## config.mk

```make
export PLATFORM = sky130hd
export DESIGN_NAME = tzo_cfg
export DESIGN_NICKNAME = d
export VERILOG_FILES = /design/src/rtl/core/tzo_pkg.sv /design/src/rtl/core/tzo_cfg.sv
export SDC_FILE = /design/constraint.sdc
export NUM_CORES = 1
export LEC_CHECK = 0
export BUFFER_PORTS_ARGS = -buffer_cell sky130_fd_sc_hd__buf_2
export CAP_MARGIN = 20
export CORE_AREA = 3 3 40 42
export CTS_CLUSTER_DIAMETER = 150
export DETAILED_ROUTE_END_ITERATION = 10
export DIE_AREA = 0 0 43 45
export PLACE_DENSITY_LB_ADDON = 0.08
export SLEW_MARGIN = 10
export SYNTH_ARGS = -nofsm -noshare
export SYNTH_HDL_FRONTEND = slang
export SYNTH_SLANG_ARGS = --single-unit
```

## constraint.sdc

```tcl
create_clock -name clk -period 1 [get_ports clk]
set_input_delay 0.05 -clock clk [delete_from_list [all_inputs] [get_ports clk]]
set_output_delay 0.05 -clock clk [all_outputs]
set_load 0.02 [all_outputs]
```

## src/rtl/core/tzo_pkg.sv

```systemverilog
// ----------------------------------------------------------------------------
// tzo_pkg
// Types, register codes and calendar helpers for the time-zone offset block.
// ----------------------------------------------------------------------------
package tzo_pkg;

  localparam int YEAR_W   = 14;
  localparam int MONTH_W  = 4;
  localparam int DAY_W    = 5;
  localparam int HOUR_W   = 5;
  localparam int MINUTE_W = 6;
  localparam int SECOND_W = 6;

  localparam int CFG_INDEX_W = 2;
  localparam int CFG_DATA_W  = 6;

  // Configuration register indexes
  localparam logic [CFG_INDEX_W-1:0] REG_OFFSET_DIRECTION = 2'd0;
  localparam logic [CFG_INDEX_W-1:0] REG_OFFSET_HOURS     = 2'd1;
  localparam logic [CFG_INDEX_W-1:0] REG_OFFSET_MINUTES   = 2'd2;

  // Offset direction codes
  localparam logic [1:0] DIR_NONE = 2'd0;
  localparam logic [1:0] DIR_EAST = 2'd1;
  localparam logic [1:0] DIR_WEST = 2'd2;

  localparam logic [6:0] MINUTES_PER_HOUR = 7'd60;
  localparam logic [5:0] HOURS_PER_DAY    = 6'd24;
  localparam logic [4:0] LEAP_FEB_DAYS    = 5'd29;
  localparam logic [3:0] MONTH_FEB        = 4'd2;
  localparam logic [3:0] MONTH_DEC        = 4'd12;
  localparam logic [3:0] MONTH_JAN        = 4'd1;

  // floor(y / 100) == (y * 5243) >> 19 for every 14-bit y
  localparam int            RECIP_W     = 13;
  localparam int            RECIP_SHIFT = 19;
  localparam logic [RECIP_W-1:0] RECIP_100 = 13'd5243;
  localparam logic [YEAR_W-1:0]  CENTURY   = 14'd100;

  // Month lengths; codes outside 1..12 count as 31 days
  localparam logic [4:0] MONTH_LEN [16] = '{
    5'd31, 5'd31, 5'd28, 5'd31, 5'd30, 5'd31, 5'd30, 5'd31,
    5'd31, 5'd30, 5'd31, 5'd30, 5'd31, 5'd31, 5'd31, 5'd31
  };

  typedef struct packed {
    logic [YEAR_W-1:0]   year;
    logic [MONTH_W-1:0]  month;
    logic [DAY_W-1:0]    day;
    logic [HOUR_W-1:0]   hour;
    logic [MINUTE_W-1:0] minute;
    logic [SECOND_W-1:0] second;
  } utc_time_t;

  typedef struct packed {
    logic [YEAR_W-1:0]   local_year;
    logic [MONTH_W-1:0]  local_month;
    logic [DAY_W-1:0]    local_day;
    logic [HOUR_W-1:0]   local_hour;
    logic [MINUTE_W-1:0] local_minute;
    logic [SECOND_W-1:0] local_second;
  } local_time_t;

  typedef struct packed {
    logic [1:0] direction;
    logic [3:0] hours;
    logic [5:0] minutes;
  } tzo_cfg_t;

  // Gregorian leap year: divisible by 4 and not by 100, or by 400
  function automatic logic is_leap(input logic [YEAR_W-1:0] y);
    logic [YEAR_W+RECIP_W-1:0] prod;
    logic [YEAR_W+RECIP_W-RECIP_SHIFT-1:0] q;
    logic [YEAR_W-1:0] hund;
    logic [YEAR_W-1:0] rem;
    logic cent;
    prod = {{RECIP_W{1'b0}}, y} * {{YEAR_W{1'b0}}, RECIP_100};
    q    = prod[YEAR_W+RECIP_W-1:RECIP_SHIFT];
    hund = YEAR_W'({{(YEAR_W-$bits(q)){1'b0}}, q} * CENTURY);
    rem  = y - hund;
    cent = (rem == '0);
    return ((y[1:0] == 2'b00) && !cent) || (cent && (q[1:0] == 2'b00));
  endfunction

  function automatic logic [4:0] month_days(input logic [MONTH_W-1:0] m,
                                            input logic leap);
    if ((m == MONTH_FEB) && leap) begin
      return LEAP_FEB_DAYS;
    end
    return MONTH_LEN[m];
  endfunction

endpackage

```

## src/rtl/core/tzo_cfg.sv

```systemverilog
// ----------------------------------------------------------------------------
// tzo_cfg
// Offset configuration registers, written through a plain write port.
// ----------------------------------------------------------------------------
module tzo_cfg (
  input  logic                             clk,
  input  logic                             rst,
  input  logic                             cfg_wen,
  input  logic [tzo_pkg::CFG_INDEX_W-1:0]  cfg_index,
  input  logic [tzo_pkg::CFG_DATA_W-1:0]   cfg_wdata,
  output tzo_pkg::tzo_cfg_t                cfg
);
  import tzo_pkg::*;

  tzo_cfg_t regs;

  always_ff @(posedge clk) begin
    if (rst) begin
      regs <= '0;
    end else if (cfg_wen) begin
      unique case (cfg_index)
        REG_OFFSET_DIRECTION: begin
          regs.direction <= cfg_wdata[1:0];
        end
        REG_OFFSET_HOURS: begin
          regs.hours <= cfg_wdata[3:0];
        end
        REG_OFFSET_MINUTES: begin
          regs.minutes <= cfg_wdata;
        end
        default: begin
          // drop writes to unmapped indexes
        end
      endcase
    end
  end

  assign cfg = regs;

endmodule

```

==> results of run 1 <==
## kinds of logic (layout without fill, tap and decap cells)
logic type | Yosys count | count (layout) | share of synthesized area, %
buffers and inverters | 2 | 27 | 1.73
DFF | 12 | 12 | 47.4
and+or+nand+nor | 21 | 21 | 27.2
muxes | 12 | 12 | 23.7
## per-stage QoR
step | hold slack [ns] | worst slack, ns
after floorplan | 0.205 | 0.294
after global placement | 0.317 | 0.168
after detailed placement | 0.330 | 0.159
after CTS | 0.0312 | 0.150
after global routing | 0.0628 | 0.124
final | 0.0336 | 0.162
## worst paths after layout
check / slack (ns) / endpoint / cells after the start / from
worst max-delay path: 0.16 / cfg[0] / 1 / cfg[0]
worst min-delay path: 0.03 / cfg[4] / 3 / cfg_wdata[4]
worst max register to register: 0.38 / cfg[0] / 2 / cfg[0]
worst min register to register: 0.47 / cfg[4] / 2 / cfg[4]
## area by class of cell
type | count | share of cell area, %
clock buffer | 4 | 5.41
multi-input combinational | 33 | 38.4
sequential | 12 | 35.8
tap | 15 | 2.80
timing repair buffer | 23 | 17.5
## layer usage
metal  track usage, %  part of all wire (%)  vias to the layer above  wire, um
li1                 -                     -                      203         -
met1             15.1                    45                      176       450
met2             18.9                    43                       18       428
met3             5.18                    11                        0       113
met4             1.81                     0                        0         0
met5                0                     0                        -         0
## power by group
part,internal (uW),switching (uW),leakage (uW),total [uW]
combinational,57.5,62.2,0.000222,120
sequential,494,7.59,0.0000975,502
clock,221,165,0.0000210,386
## synthesized netlist by cell type
cell type   n
dfxtp_1    12
nand2b_1   18
clkbuf_1    1
mux2i_1    12
buf_2       1
nand3b_1    1
or3b_1      1
and3b_1     1
==> results.cfg, run 1 <==
[outcome]
status = complete, no violations

[timing]
skew_ns = 0
fin_crit_sh_pct = 83.8
slew_violations = 0
setup_viol = 0
hold_viol = 0
max_slew_margin_pct = 81.4
rsz0062_at_grt = no
finalSetupTns_ns = 0
min_period_ns = 0.838
max_clock_freq_mhz = 1190
tightest_slew_ns = 0.278

[setup_path]
worstSetupPathType = flip-flop to output pin
critical_path_buf_inv_count = 1
cp.arrival_ns = 0.79
cp_data_required_time_ns = 0.95
critPathCaptureType = output pin
startpoint_type = flip-flop
crit_chain = buf_2
crit_slowest_cell = dfxtp_1
crit_fanout = 2
crit_family = flip-flops
slowest_delay_ns = 0.35

[cells_and_area]
fill_cells = 134
nNetsFinal = 84
layout_common_cells = buf_2 (22), nand2b_1 (18), mux2i_1 (12), dfxtp_1 (12), clkbuf_4 (3)
largest_register_ffs = 12
register_area_um2 = 240
area_delta_synth_final_pct = 32.3
multi_input_area_um2 = 258
drive_gt1_share_pct = 37.5
finalCoreUtilization_pct = 52.2
fin_cells = 87
final_common_cell = buf_2
finalInstanceArea_um2 = 671
num_antenna_cells = 0

[yosys]
yosysUniqueCellTypes = 8
synth_top_area_share_pct = 47.4
yosys_register_bits = 12
synth_top_area_cell = dfxtp_1
synthCells = 47
synthTopCellsByArea = dfxtp_1 (47%), mux2i_1 (24%), nand2b_1 (22%), and3b_1 (1.7%), or3b_1 (1.7%)
synth_area_um2 = 507
ys_warn_count = 0
syn_avg_cell_area_um2 = 10.8
syn_nets = 58
yosysSeqAreaShare_pct = 47.4

[die]
num_rows = 13
io_pins = 23
die_x_um = 43
die_h_um = 45
initial_utilization_pct = 39.4
die-area_um2 = 1940
core_region_area_um2 = 1280

[place]
place_inst = 83
place_area_um2 = 634
dp_hpwl_um = 759
port_buffers = 22
globalplace.congestion = 0.672

[global_route]
grt_pass1_wl_um = 1710
grt_max_degree = 19
grt_antenna_before_repair = 0
overflow = 0
grt_usage_pct = 11.8
grt_pass1_vias = 406

[clock_tree]
cts_tree = yes
cts_buffer_depth = 2
cts.clk_slew.worst_paths_ns = 0.08
cts_max_level = 1
clock-sinks = 12
cts_hold_buf = 0
cts_setup_buffers = 0
root_buffer = clkbuf_4
post_cts_resized = 0
cts_buffers = 3
worstSkewPairLatency_ns = 0.27

[power_and_ir_drop]
max-vdd-ir-drop_mv = 1.04
p_per_area_nw_per_um2 = 1500
power_leakage_uw = 0.000341
totalPowerFinal_uw = 1010

[drt]
wl_per_cell_um = 11.4
drc = 0
drtPass1Iterations = 4
first_iter_violations = 9
vias = 397
viasPerCell = 4.56
antenna_left = 0
wirelength_um = 992

[hold_path]
hold_path.class = input pin to flip-flop

[job]
cap_violations = 0
Power figures use the tool's default switching activity.
==> run 2, diff against run 1 <==
--- a/config.mk
+++ b/config.mk
@@ -5,6 +5,7 @@
 export SDC_FILE = /design/constraint.sdc
 export NUM_CORES = 1
 export LEC_CHECK = 0
+export ABC_AREA = 1
 export BUFFER_PORTS_ARGS = -buffer_cell sky130_fd_sc_hd__buf_2
 export CAP_MARGIN = 20
 export CORE_AREA = 3 3 40 42
==> constraint.sdc (replaced) <==
create_clock -name clk -period 0.8 [get_ports clk]
set_input_delay 0.04 -clock clk [delete_from_list [all_inputs] [get_ports clk]]
set_output_delay 0.04 -clock clk [all_outputs]
set_load 0.02 [all_outputs]
==> results.cfg, run 2 <==
[timing]
hold_viol = 0
finalSetupTns_ns = 0
hold-worst-slack_ns = 0.0136
fin_crit_sh_pct = 96.5
max_slew_margin_pct = 78.5
setup_viol = 0
min_period_ns = 0.772
tightest_slew_ns = 0.321
skew_ns = 0
slew_violations = 0
max_clock_freq_mhz = 1290
rsz0062_at_grt = yes

[power_and_ir_drop]
p_sw_uw = 345
totalPowerFinal_uw = 1380
p_per_area_nw_per_um2 = 1740
power_leakage_uw = 0.000443
max-vdd-ir-drop_mv = 1.14
pwr-share-comb_pct = 18.2
p_clk_share_pct = 34.2
switching_share_pct = 25.1
power.internal_uw = 1030
power_frac_seq_pct = 47.6

[cells_and_area]
area_delta_synth_final_pct = 53.4
fill_cells = 113
num_antenna_cells = 0
final_common_cell = nor2_1
finalCoreUtilization_pct = 61.5
largest_register_ffs = 12
fin_cells = 122
drive_gt1_share_pct = 36.4
nNetsFinal = 119
layout_common_cells = nor2_1 (23), nand2_1 (22), inv_1 (15)

[setup_path]
crit_family = flip-flops
startpoint_type = flip-flop
critical_path_buf_inv_count = 1
worstSetupPathType = flip-flop to output pin
crit_fanout = 2
rr_worst_depth = 4
cp_data_required_time_ns = 0.76
critPathCaptureType = output pin
crit_chain = buf_6
cp.depth = 1
cp.arrival_ns = 0.73
crit_slowest_cell = dfxtp_2
slowest_delay_ns = 0.35

[yosys]
yosysSeqAreaShare_pct = 46.6
synthCells = 80
synth_area_um2 = 515
yosys_register_bits = 12
syn_nets = 91
synth_top_area_cell = dfxtp_1
syn_avg_cell_area_um2 = 6.44
yosysUniqueCellTypes = 8
synthFlopType = dfxtp_1
yosysMostFrequentCell = nor2_1
synth.top_cells.by_count = nor2_1 (23), nand2_1 (22), inv_1 (15), dfxtp_1 (12), nand3_1 (3)
postSynth.asyncResetShare_pct = 0
synth_top_area_share_pct = 46.6
synthTopCellsByArea = dfxtp_1 (47%), nor2_1 (17%), nand2_1 (16%), inv_1 (11%), nand3_1 (2.9%)
synth-edff-count = 0
ys_warn_count = 0

[die]
core_region_area_um2 = 1280
die_h_um = 45
die-area_um2 = 1940
die_x_um = 43
io_pins = 23
initial_utilization_pct = 40.1
num_rows = 13

[hold_path]
hold_path.class = input pin to flip-flop
whs_path_depth = 3

[place]
place_inst = 116
port_buffers = 22
globalplace.congestion = 0.710

[clock_tree]
cts.clk_slew.worst_paths_ns = 0.08
cts_tree = yes
cts_buffers = 3
cts_buffer_depth = 2
clock-sinks = 12
worstSkewPairLatency_ns = 0.27
root_buffer = clkbuf_4
cts_max_level = 1

[global_route]
grt_pass1_vias = 435
grt_max_degree = 13
overflow = 0
grt_antenna_before_repair = 0
grt_usage_pct = 12.3
grt_pass1_wl_um = 1740

[outcome]
status = complete, no violations

[job]
cap_violations = 0

[drt]
antenna_left = 0
drc = 0
first_iter_violations = 8
wirelength_um = 1160
drtPass1Iterations = 4
vias = 521
wl_per_cell_um = 9.49
viasPerCell = 4.27
[run 2: cell types whose count changed after synthesis, moves of 2 or more]
cell,delta
a21oi_1,+2
nand2_1,+22
nand3_1,+3
mux2i_1,-12
inv_1,+15
nand2b_1,-18
buf_4,+2
nor2_1,+23
[run 2: what timing repair did]
action / CTS / global route
hold endpoints to repair: 2 / 0
setup buffers: 0 / 0
hold buffers: 2 / 0
gates resized for setup: 13 / 21
pin swaps: 0 / 0
endpoints found under the setup margin: 11 / 12
[run 2: worst min-delay path, stage by stage]
cell and delay, ns:
buf_2 0.09, nor2_1 0.04, nor2_1 0.08
[run 2: kinds of logic after synthesis]
| logic type | count (synthesis) | synth area share (%) |
|---|---|---|
| simple gates | 49 | 37.6 |
| buf+inv | 17 | 13.8 |
| flops | 12 | 46.6 |
| compound gates | 2 | 1.94 |
[run 2: worst paths after layout]
| kind | slack (ns) | from | endpoint |
|---|---|---|---|
| worst max-delay path | 0.03 | cfg[0] | cfg[0] |
| worst min-delay path | 0.01 | cfg_wdata[3] | cfg[9] |
| worst max register to register | 0.16 | cfg[8] | cfg[8] |
| worst min register to register | 0.49 | cfg[11] | cfg[11] |
[run 2: final cells by class]
class	instances	area [um2]	area share, %
clock buffers	4	36.3	4.59
repair buffers	25	221	28.0
flip-flops and latches	12	254	32.1
multi-input cells	51	204	25.8
well taps	15	18.8	2.37
inverters	15	56.3	7.12
[run 2: stage by stage]
step,area [um2],worst slack [ns]
final,791,0.0278
after global routing,791,-0.0152
after CTS,736,0.00493
after detailed placement,649,0.0151
after global placement,649,0.00744
after floorplan,515,0.0997
[run 2: power by group through the flow]
stage | registers (uW) | logic [uW] | clock network (uW)
5_1_grt | 658 | 277 | 524
3_3_place_gp | 655 | 206 | 0
2_1_floorplan | 696 | 83.4 | 0
3_5_place_dp | 656 | 208 | 0
4_1_cts | 644 | 231 | 487
6_report | 655 | 251 | 470
[run 2: routing by layer]
layer	GRT usage, %	vias up	part of all wire, %
li1	-	283	-
met1	15.4	220	45
met2	17.7	16	46
met3	6.37	2	8.4
met4	5.42	0	0.78
met5	0	-	0
