`src/rtl/core/tzo_pkg.sv`:
```
// ----------------------------------------------------------------------------
// tzo_pkg
// Types, register codes and calendar helpers for the time-zone offset block.
// ----------------------------------------------------------------------------
package tzo_pkg;

  localparam int YEAR_W   = 14;
  localparam int MONTH_W  = 4;
  localparam int DAY_W    = 5;
  localparam int HOUR_W   = 5;
  localparam int MINUTE_W = 6;
  localparam int SECOND_W = 6;

  localparam int CFG_INDEX_W = 2;
  localparam int CFG_DATA_W  = 6;

  // Configuration register indexes
  localparam logic [CFG_INDEX_W-1:0] REG_OFFSET_DIRECTION = 2'd0;
  localparam logic [CFG_INDEX_W-1:0] REG_OFFSET_HOURS     = 2'd1;
  localparam logic [CFG_INDEX_W-1:0] REG_OFFSET_MINUTES   = 2'd2;

  // Offset direction codes
  localparam logic [1:0] DIR_NONE = 2'd0;
  localparam logic [1:0] DIR_EAST = 2'd1;
  localparam logic [1:0] DIR_WEST = 2'd2;

  localparam logic [6:0] MINUTES_PER_HOUR = 7'd60;
  localparam logic [5:0] HOURS_PER_DAY    = 6'd24;
  localparam logic [4:0] LEAP_FEB_DAYS    = 5'd29;
  localparam logic [3:0] MONTH_FEB        = 4'd2;
  localparam logic [3:0] MONTH_DEC        = 4'd12;
  localparam logic [3:0] MONTH_JAN        = 4'd1;

  // floor(y / 100) == (y * 5243) >> 19 for every 14-bit y
  localparam int            RECIP_W     = 13;
  localparam int            RECIP_SHIFT = 19;
  localparam logic [RECIP_W-1:0] RECIP_100 = 13'd5243;
  localparam logic [YEAR_W-1:0]  CENTURY   = 14'd100;

  // Month lengths; codes outside 1..12 count as 31 days
  localparam logic [4:0] MONTH_LEN [16] = '{
    5'd31, 5'd31, 5'd28, 5'd31, 5'd30, 5'd31, 5'd30, 5'd31,
    5'd31, 5'd30, 5'd31, 5'd30, 5'd31, 5'd31, 5'd31, 5'd31
  };

  typedef struct packed {
    logic [YEAR_W-1:0]   year;
    logic [MONTH_W-1:0]  month;
    logic [DAY_W-1:0]    day;
    logic [HOUR_W-1:0]   hour;
    logic [MINUTE_W-1:0] minute;
    logic [SECOND_W-1:0] second;
  } utc_time_t;

  typedef struct packed {
    logic [YEAR_W-1:0]   local_year;
    logic [MONTH_W-1:0]  local_month;
    logic [DAY_W-1:0]    local_day;
    logic [HOUR_W-1:0]   local_hour;
    logic [MINUTE_W-1:0] local_minute;
    logic [SECOND_W-1:0] local_second;
  } local_time_t;

  typedef struct packed {
    logic [1:0] direction;
    logic [3:0] hours;
    logic [5:0] minutes;
  } tzo_cfg_t;

  // Gregorian leap year: divisible by 4 and not by 100, or by 400
  function automatic logic is_leap(input logic [YEAR_W-1:0] y);
    logic [YEAR_W+RECIP_W-1:0] prod;
    logic [YEAR_W+RECIP_W-RECIP_SHIFT-1:0] q;
    logic [YEAR_W-1:0] hund;
    logic [YEAR_W-1:0] rem;
    logic cent;
    prod = {{RECIP_W{1'b0}}, y} * {{YEAR_W{1'b0}}, RECIP_100};
    q    = prod[YEAR_W+RECIP_W-1:RECIP_SHIFT];
    hund = YEAR_W'({{(YEAR_W-$bits(q)){1'b0}}, q} * CENTURY);
    rem  = y - hund;
    cent = (rem == '0);
    return ((y[1:0] == 2'b00) && !cent) || (cent && (q[1:0] == 2'b00));
  endfunction

  function automatic logic [4:0] month_days(input logic [MONTH_W-1:0] m,
                                            input logic leap);
    if ((m == MONTH_FEB) && leap) begin
      return LEAP_FEB_DAYS;
    end
    return MONTH_LEN[m];
  endfunction

endpackage

```
`src/rtl/core/tzo_calc.sv`:
```
// ----------------------------------------------------------------------------
// tzo_calc
// Applies the offset to one date-time with minute, hour, day, month and
// year carry or borrow.
// ----------------------------------------------------------------------------
module tzo_calc (
  input  tzo_pkg::utc_time_t   utc_q,
  input  tzo_pkg::tzo_cfg_t    cfg,
  output tzo_pkg::local_time_t result
);
  import tzo_pkg::*;

  logic       leap;

  // east
  logic [6:0] a_min_sum;
  logic       a_min_carry;
  logic [4:0] a_oh;
  logic [5:0] a_hr_sum;
  logic       a_hr_carry;
  logic [5:0] a_day;
  logic       a_day_over;
  logic [4:0] a_mon;
  logic       a_year_carry;
  local_time_t a_res;

  // west / none
  logic [5:0] s_om;
  logic [3:0] s_ohr;
  logic       s_min_borrow;
  logic [6:0] s_min_wrap;
  logic [4:0] s_oh;
  logic       s_hr_borrow;
  logic [5:0] s_hr_wrap;
  logic [4:0] s_day;
  logic [3:0] s_mon_dec;
  local_time_t s_res;

  assign leap = is_leap(utc_q.year);

  always_comb begin
    a_min_sum   = {1'b0, utc_q.minute} + {1'b0, cfg.minutes};
    a_min_carry = (a_min_sum >= MINUTES_PER_HOUR);
    a_oh        = {1'b0, cfg.hours} + {4'b0, a_min_carry};
    a_hr_sum    = {1'b0, utc_q.hour} + {1'b0, a_oh};
    a_hr_carry  = (a_hr_sum >= HOURS_PER_DAY);
    a_day       = {1'b0, utc_q.day} + {5'b0, a_hr_carry};
    a_day_over  = (a_day > {1'b0, month_days(utc_q.month, leap)});
    a_mon       = {1'b0, utc_q.month} + {4'b0, a_day_over};
    a_year_carry = (a_mon > {1'b0, MONTH_DEC});

    a_res.local_minute = a_min_carry ? 6'(a_min_sum - MINUTES_PER_HOUR) : a_min_sum[5:0];
    a_res.local_hour   = a_hr_carry ? 5'(a_hr_sum - HOURS_PER_DAY) : a_hr_sum[4:0];
    a_res.local_day    = a_day_over ? 5'd1 : a_day[4:0];
    a_res.local_month  = a_year_carry ? MONTH_JAN : a_mon[3:0];
    a_res.local_year   = a_year_carry ? utc_q.year + 14'd1 : utc_q.year;
    a_res.local_second = utc_q.second;
  end

  always_comb begin
    // reserved direction acts as no offset
    s_om  = (cfg.direction == DIR_WEST) ? cfg.minutes : 6'd0;
    s_ohr = (cfg.direction == DIR_WEST) ? cfg.hours : 4'd0;

    s_min_borrow = (utc_q.minute < s_om);
    s_min_wrap   = {1'b0, utc_q.minute} + MINUTES_PER_HOUR - {1'b0, s_om};
    s_oh         = {1'b0, s_ohr} + {4'b0, s_min_borrow};
    s_hr_borrow  = (utc_q.hour < s_oh);
    s_hr_wrap    = {1'b0, utc_q.hour} + HOURS_PER_DAY - {1'b0, s_oh};
    s_day        = utc_q.day - {4'b0, s_hr_borrow};
    s_mon_dec    = utc_q.month - 4'd1;

    s_res.local_minute = s_min_borrow ? s_min_wrap[5:0] : utc_q.minute - s_om;
    s_res.local_hour   = s_hr_borrow ? s_hr_wrap[4:0] : utc_q.hour - s_oh;
    s_res.local_second = utc_q.second;
    s_res.local_year   = utc_q.year;
    s_res.local_month  = utc_q.month;
    s_res.local_day    = s_day;
    if (s_day == '0) begin
      // step back a month; a December wrap never lands on February, so
      // the leap flag of the input year is the one that counts
      if (s_mon_dec == '0) begin
        s_res.local_month = MONTH_DEC;
        s_res.local_year  = utc_q.year - 14'd1;
      end else begin
        s_res.local_month = s_mon_dec;
      end
      s_res.local_day = month_days(s_res.local_month, leap);
    end
  end

  assign result = (cfg.direction == DIR_EAST) ? a_res : s_res;

endmodule

```
`config.mk`:
```
export PLATFORM = sky130hd
export DESIGN_NAME = tzo_calc
export DESIGN_NICKNAME = d
export VERILOG_FILES = /design/src/rtl/core/tzo_pkg.sv /design/src/rtl/core/tzo_calc.sv
export SDC_FILE = /design/constraint.sdc
export NUM_CORES = 1
export LEC_CHECK = 0
export BUFFER_PORTS_ARGS = -buffer_cell sky130_fd_sc_hd__clkbuf_2
export CORE_UTILIZATION = 45
export DETAILED_ROUTE_END_ITERATION = 8
export PLACE_DENSITY_LB_ADDON = 0.2
export SLEW_MARGIN = 20
export SYNTH_ARGS = -nofsm -noshare
export SYNTH_HDL_FRONTEND = slang
export SYNTH_SLANG_ARGS = --single-unit
```
`constraint.sdc`:
```
create_clock -name vclk -period 14.4
set_input_delay 0 -clock vclk [all_inputs]
set_output_delay 0 -clock vclk [all_outputs]
set_load 0.01 [all_outputs]
```
==> results.json, run 1 <==
{
  "worst_setup_path_start_kind": "input port",
  "path_delay_family": "adder cells",
  "synth_top_cell_by_area": "ha_1",
  "antennaDiodeCount": 0,
  "synth_fp_nets": 1226,
  "vias": 6061,
  "hp-class": "in -> out",
  "finalMaxSlewViolations": 0,
  "worstMarginPinSlew_ps": 950,
  "dpl.hpwl_um": 15100,
  "hold_end": "result[1]",
  "syn-instance-count": 895,
  "cts_resized": 0,
  "min-delay-start": "utc_q[1]",
  "via_per_inst": 5.17,
  "fp.dieH_um": 131,
  "ys_seq_area_share_pct": 0,
  "ys_types": 71,
  "die_w_um": 131,
  "synth_area_leaders": "ha_1 34%, fa_1 20%, inv_1 8.5%, xnor2_1 5.1%, a21oi_1 2.9%",
  "core-area_mm2": 0.0161,
  "hold-path-cell-count": 0,
  "dpl.cell_count": 1173,
  "relSlewSlack_pct": 36.4,
  "endpoint_kind": "primary output",
  "post-cts-setup-buffers": 0,
  "wl_met3_um": 414,
  "fmax_mhz": 78.9,
  "netlist.area_leader.share_pct": 33.8,
  "mostFrequentLayoutCell": "ha_1",
  "setup_viol": 0,
  "slowest_stage": "or4b_2",
  "place.gp.congestion": 0.861,
  "finalSetupTns_ps": 0,
  "drtIter0Drc": 259,
  "syn_area_per_cell_um2": 8.39,
  "drcViolationCount": 0,
  "track_usage_pct": 20.6,
  "io_pins": 92,
  "layout-drive-gt1-share_pct": 10.0,
  "yosysWarnings": 0,
  "place.port_buffers": 80,
  "cpMostUsedCell": "ha_1",
  "final_cell_mix": "203 x ha_1, 171 x inv_1, 80 x clkbuf_2, 76 x fa_1, 57 x nand2_1",
  "criticalPathCategory": "in -> out",
  "nets": 1290,
  "syn_to_final_growth_pct": 7.66,
  "route.top_layer_used": "met4",
  "wl_um": 17300,
  "critPathMaxFanout": 12,
  "status": "finished clean",
  "worst_hold_slack_ps": 0.00379,
  "post-route-util_pct": 50.2,
  "clkbuf_count": 0,
  "period_share_pct": 88.0,
  "antenna_found_initial": 0,
  "dieArea_mm2": 0.0172,
  "hold_violations": 0,
  "rows": 46,
  "grt_max_degree": 28,
  "wl_met2_um": 7720,
  "drt-met1-wl_um": 9160,
  "holdBufCountCts": 0,
  "ant_nets": 0,
  "grt_pass1_vias": 5966,
  "first_pass_iters": 4,
  "cp_num_buf_inv": 8,
  "rsz0062_at_grt": "false",
  "wl_per_cell_um": 14.8,
  "cap_violations": 0,
  "fin_crit_ps": 12670,
  "start_util_pct": 46.6,
  "gr-total-overflow": 0,
  "grt_first_pass_wirelength_um": 29300,
  "seqCellArea_um2": 0,
  "required_ps": 14400,
  "seq_cell_count": 0,
  "worstPathArrival_ps": 12670,
  "stdcell_count": 1173,
  "synth_area_mm2": 0.00751,
  "cp_slowest_stage_delay_ps": 650
}
## metal layers
metal	up-vias	track usage, %
li1	3144	-
met1	2818	31.0
met2	97	34.1
met3	2	0.656
met4	0	0.654
met5	-	0
## worst max path at each step
stage | start | end | cells past startpoint
after floorplan | utc_q[31] | result[37] | 55
after detailed placement | utc_q[37] | result[34] | 57
final | utc_q[37] | result[34] | 58
after CTS | utc_q[37] | result[34] | 57
after global placement | utc_q[37] | result[37] | 57
after global routing | utc_q[37] | result[34] | 58
## area by class of cell
type	instances	area [um2]
Fill cell	1596	8030
Multi-Input combinational cell	705	6770
Inverter	171	642
Timing Repair Buffer	81	408
Tap cell	216	270
## cells in the mapped netlist, drive strengths merged (3+ instances only)
cell type and number:
a21oi 43, nor3 9, a211o 3, nor2 30, clkbuf 7, and2 9, a21boi 3, nand2 57
o21ai 42, a21o 12, fa 76, buf 12, inv 171, or3 4, a31oi 10, nand3 27
nor4 4, xnor2 44, nor2b 16, xor2 17, ha 203, and3 9, a221oi 4, or4b 3
nor3b 4, mux2i 8, o21a 4, and4 3, nand2b 8, nand4 7
## through the flow
stage | setup slack (ps) | instance area (um2)
floorplan | 3320 | 7510
global placement | 2120 | 8090
detailed placement | 1800 | 8090
CTS | 1740 | 8090
global route | 753 | 8090
finish | 1730 | 8090
## logic make-up (layout without fill, tap and decap cells)
group,count (synthesis),in the layout,synth area share [%]
AOI/OAI and AO/OA,154,154,13.4
xor gates and xnor gates,62,62,7.41
adders and majority gates,280,280,54.2
buffers and inverters,190,252,9.94
muxes,10,10,1.37
and+or+nand+nor,199,199,13.7
Power of run 1 is left out: the tool's default activity adds up to more than one toggle a clock period on the data nets, which glitch-free logic cannot reach.
==> inputs of run 2 (changes only) <==
--- a/config.mk
+++ b/config.mk
@@ -6,7 +6,7 @@
 export NUM_CORES = 1
 export LEC_CHECK = 0
 export BUFFER_PORTS_ARGS = -buffer_cell sky130_fd_sc_hd__clkbuf_2
-export CORE_UTILIZATION = 45
+export CORE_UTILIZATION = 35
 export DETAILED_ROUTE_END_ITERATION = 8
 export PLACE_DENSITY_LB_ADDON = 0.2
 export SLEW_MARGIN = 20
==> results.json, run 2 (synthesis gave the netlist of run 1 again) <==
{
  "rows": 53,
  "start_util_pct": 35.7,
  "grt_pass1_vias": 6115,
  "gr-total-overflow": 0,
  "track_usage_pct": 17.3,
  "antenna_found_initial": 0,
  "rsz0062_at_grt": "false",
  "nets": 1290,
  "worstPathArrival_ps": 12840,
  "drt-met1-wl_um": 9570,
  "final_cell_mix": "203 x ha_1, 171 x inv_1, 80 x clkbuf_2, 76 x fa_1, 57 x nand2_1",
  "hold_violations": 0,
  "clkbuf_count": 0,
  "place.gp.congestion": 0.836,
  "vias": 6047,
  "via_per_inst": 4.91,
  "setup_viol": 0,
  "grt_first_pass_wirelength_um": 30900,
  "cp_slowest_stage_delay_ps": 670,
  "hp-class": "in -> out",
  "criticalPathCategory": "in -> out",
  "stdcell_count": 1232,
  "required_ps": 14400,
  "route.top_layer_used": "met4",
  "finalSetupTns_ps": 0,
  "cts_resized": 0,
  "ant_nets": 0,
  "drtIter0Drc": 236,
  "slowest_stage": "or4b_2",
  "drcViolationCount": 0,
  "finalMaxSlewViolations": 0,
  "fin_crit_ps": 12840,
  "dieArea_mm2": 0.0221,
  "wl_per_cell_um": 15.0,
  "dpl.cell_count": 1232,
  "cap_violations": 0,
  "dpl.hpwl_um": 16200,
  "core-area_mm2": 0.0210,
  "syn_to_final_growth_pct": 8.64,
  "seqCellArea_um2": 0,
  "post-cts-setup-buffers": 0,
  "endpoint_kind": "primary output",
  "antennaDiodeCount": 0,
  "critPathMaxFanout": 8,
  "worstMarginPinSlew_ps": 1050,
  "wl_met3_um": 489,
  "io_pins": 92,
  "period_share_pct": 89.1,
  "worst_setup_path_start_kind": "input port",
  "fmax_mhz": 77.9,
  "place.port_buffers": 80,
  "status": "finished clean",
  "grt_max_degree": 28,
  "die_w_um": 149,
  "holdBufCountCts": 0,
  "wl_um": 18500,
  "layout-drive-gt1-share_pct": 10.0,
  "first_pass_iters": 5,
  "cpMostUsedCell": "ha_1",
  "mostFrequentLayoutCell": "ha_1",
  "seq_cell_count": 0,
  "relSlewSlack_pct": 29.5,
  "fp.dieH_um": 149,
  "wl_met2_um": 8330
}
[run 2: cell counts in the layout (fill, tap and decap cells not counted)]
No cell type changed its count.
[run 2: worst max-delay path: cells and delay by family]
kind | cells | cell delay [ps]
adder cells (fa/ha/maj) | 15 | 5400
AO/OA/AOI/OAI | 18 | 3070
AND/OR/NAND/NOR | 14 | 2830
buffers and inverters | 8 | 880
XOR/XNOR | 3 | 610
[run 2: path summary, 6_finish.rpt]
| kind | startpoint | end | depth (start not counted) |
|---|---|---|---|
| setup / recovery | utc_q[32] | result[39] | 58 |
| hold / removal | utc_q[1] | result[1] | 0 |
[run 2: stage by stage]
| stage | utilization, % | hold WS [ps] | worst slack, ps | instance area [um2] |
|---|---|---|---|---|
| 6_report | 38.8 | 0.00335 | 1560 | 8160 |
| 5_1_grt | 38.8 | 0.0150 | 512 | 8160 |
| 4_1_cts | 38.8 | 0.0686 | 1600 | 8160 |
| 3_5_place_dp | 38.8 | 0.0686 | 1660 | 8160 |
| 3_3_place_gp | 38.8 | 0.0686 | 1970 | 8160 |
| 2_1_floorplan | - | 77.4 | 3320 | 7510 |
[run 2: final cells by class]
class | count | area (um2)
fillers | 2191 | 12900
inverters | 171 | 642
multi-input cells | 705 | 6770
well taps | 275 | 344
repair buffers | 81 | 408
[run 2: metal layers]
layer | global-route usage [%] | up-vias
li1 | - | 3140
met1 | 25.7 | 2796
met2 | 29.3 | 105
met3 | 0.276 | 6
met4 | 0.722 | 0
met5 | 0 | -
Power of run 2 is left out for the same reason.
==> inputs of run 3 (changes only) <==
--- a/config.mk
+++ b/config.mk
@@ -5,6 +5,7 @@
 export SDC_FILE = /design/constraint.sdc
 export NUM_CORES = 1
 export LEC_CHECK = 0
+export ABC_AREA = 1
 export BUFFER_PORTS_ARGS = -buffer_cell sky130_fd_sc_hd__clkbuf_2
 export CORE_UTILIZATION = 35
 export DETAILED_ROUTE_END_ITERATION = 8
==> constraint.sdc (replaced) <==
create_clock -name vclk -period 14.26
set_input_delay 0 -clock vclk [all_inputs]
set_output_delay 0 -clock vclk [all_outputs]
set_load 0.01 [all_outputs]
==> results.json, run 3 <==
{
  "hp-class": "in -> out",
  "fmax_mhz": 88.7,
  "status": "finished clean",
  "criticalPathCategory": "in -> out",
  "required_ps": 14260,
  "clkbuf_count": 0,
  "nets": 1384,
  "finalSetupTns_ps": 0,
  "seq_cell_count": 0,
  "antenna_found_initial": 0,
  "core-area_mm2": 0.0212,
  "io_pins": 92,
  "place.gp.congestion": 0.863,
  "synth_fp_nets": 1311,
  "mostFrequentLayoutCell": "inv_1",
  "die_w_um": 150,
  "worst_hold_slack_ps": 0.00444,
  "gr-total-overflow": 0,
  "layout-drive-gt1-share_pct": 12.0,
  "antennaDiodeCount": 0,
  "rsz0062_at_grt": "false",
  "period_share_pct": 79.1,
  "holdBufCountCts": 0,
  "fin_crit_ps": 11280,
  "ys_types": 50,
  "netlist.area_leader.share_pct": 33.4,
  "ant_nets": 0,
  "synth_area_mm2": 0.00761,
  "synth_area_leaders": "ha_1 33%, fa_1 20%, inv_1 10%, nand2_1 5.9%, xor2_1 4.7%",
  "setup_viol": 0,
  "dieArea_mm2": 0.0224,
  "yosysMostFrequentCell": "inv_1",
  "hold_end": "result[4]",
  "cp_slowest_stage_delay_ps": 570,
  "via_per_inst": 4.76,
  "finalMaxSlewViolations": 0,
  "wl_per_cell_um": 13.9,
  "synth_common_cells": "213 x inv_1, 203 x ha_1, 120 x nand2_1, 76 x fa_1, 64 x nor2_1",
  "worstMarginPinSlew_ps": 693,
  "cap_violations": 0,
  "ys_seq_area_share_pct": 0,
  "grt_first_pass_wirelength_um": 30900,
  "post-cts-setup-buffers": 0,
  "syn_area_per_cell_um2": 7.77,
  "start_util_pct": 36.0,
  "worst_setup_path_start_kind": "input port",
  "endpoint_kind": "primary output",
  "critPathMaxFanout": 9,
  "rows": 53,
  "hold-path-cell-count": 0,
  "seqCellArea_um2": 0,
  "syn_to_final_growth_pct": 9.14,
  "relSlewSlack_pct": 53.4,
  "worstPathArrival_ps": 11280,
  "first_pass_iters": 4,
  "drcViolationCount": 0,
  "min-delay-start": "utc_q[4]",
  "final_cell_mix": "213 x inv_1, 203 x ha_1, 120 x nand2_1, 80 x clkbuf_2, 76 x fa_1",
  "fp.dieH_um": 150,
  "place.port_buffers": 80,
  "grt_max_degree": 36,
  "vias": 6315,
  "track_usage_pct": 17.1,
  "yosysWarnings": 0,
  "cts_resized": 0,
  "slowest_stage": "fa_1",
  "synth_top_cell_by_area": "ha_1",
  "drtIter0Drc": 221,
  "cpMostUsedCell": "nand2_1",
  "dpl.hpwl_um": 16400,
  "wl_um": 18400,
  "grt_pass1_vias": 6321,
  "syn-instance-count": 980,
  "hold_violations": 0
}
## run 3: cell count changes in the layout (fill, tap and decap cells not counted), moves of 9 or more
cell,change
xnor2_1,-23
inv_1,+42
nand2_1,+63
and2_1,-9
inv_2,+12
nand3_1,+9
nor2_1,+34
nor2b_1,-15
xor2_1,+24
nand4_1,+11
## run 3: cell families after synthesis
family / share of synthesized area, %
AOI/OAI and AO/OA: 10.4
xor gates and xnor gates: 7.13
buffers and inverters: 12.1
and+or+nand+nor: 17.0
adders and majority gates: 53.3
muxes: 0.131
## run 3: how the worst max path moves through the flow
stage,startpoint,endpoint,slack [ps],cells past startpoint
6_report,utc_q[30],result[39],2980,66
4_1_cts,utc_q[30],result[36],2960,64
3_3_place_gp,utc_q[32],result[38],3220,64
2_1_floorplan,utc_q[31],result[36],4500,62
5_1_grt,utc_q[30],result[36],1860,64
3_5_place_dp,utc_q[31],result[36],3000,64
## run 3: metrics by stage
stage | area, um2 | cells | setup WS, ps | utilization [%]
after floorplan | 7610 | 980 | 4500 | -
after global placement | 8310 | 1326 | 3220 | 39.3
final | 8310 | 1326 | 2980 | 39.3
after global routing | 8310 | 1326 | 1860 | 39.3
after CTS | 8310 | 1326 | 2960 | 39.3
after detailed placement | 8310 | 1326 | 3000 | 39.3
## run 3: per-layer routing
layer	vias up	GRT usage [%]	share of wire [%]	wire, um
met5	-	0	0	0
met4	0	0.459	0.27	50
met3	4	0.244	3.1	579
met2	106	29.4	45	8340
met1	2914	25.1	51	9410
li1	3291	-	-	-
## run 3: cell type report
| class | count | area (um2) |
|---|---|---|
| Tap cell | 275 | 344 |
| Multi-Input combinational cell | 742 | 6700 |
| Inverter | 227 | 855 |
| Fill cell | 2226 | 12800 |
| Timing Repair Buffer | 82 | 415 |
## run 3: critical path: cells and delay by family
kind                       cells  cell delay, ps
adders and majority gates     14            5070
AOI/OAI and AO/OA             11            2110
xor gates and xnor gates       4             740
buffers and inverters         13            1210
and+or+nand+nor               24            2130
Power of run 3 is left out for the same reason.
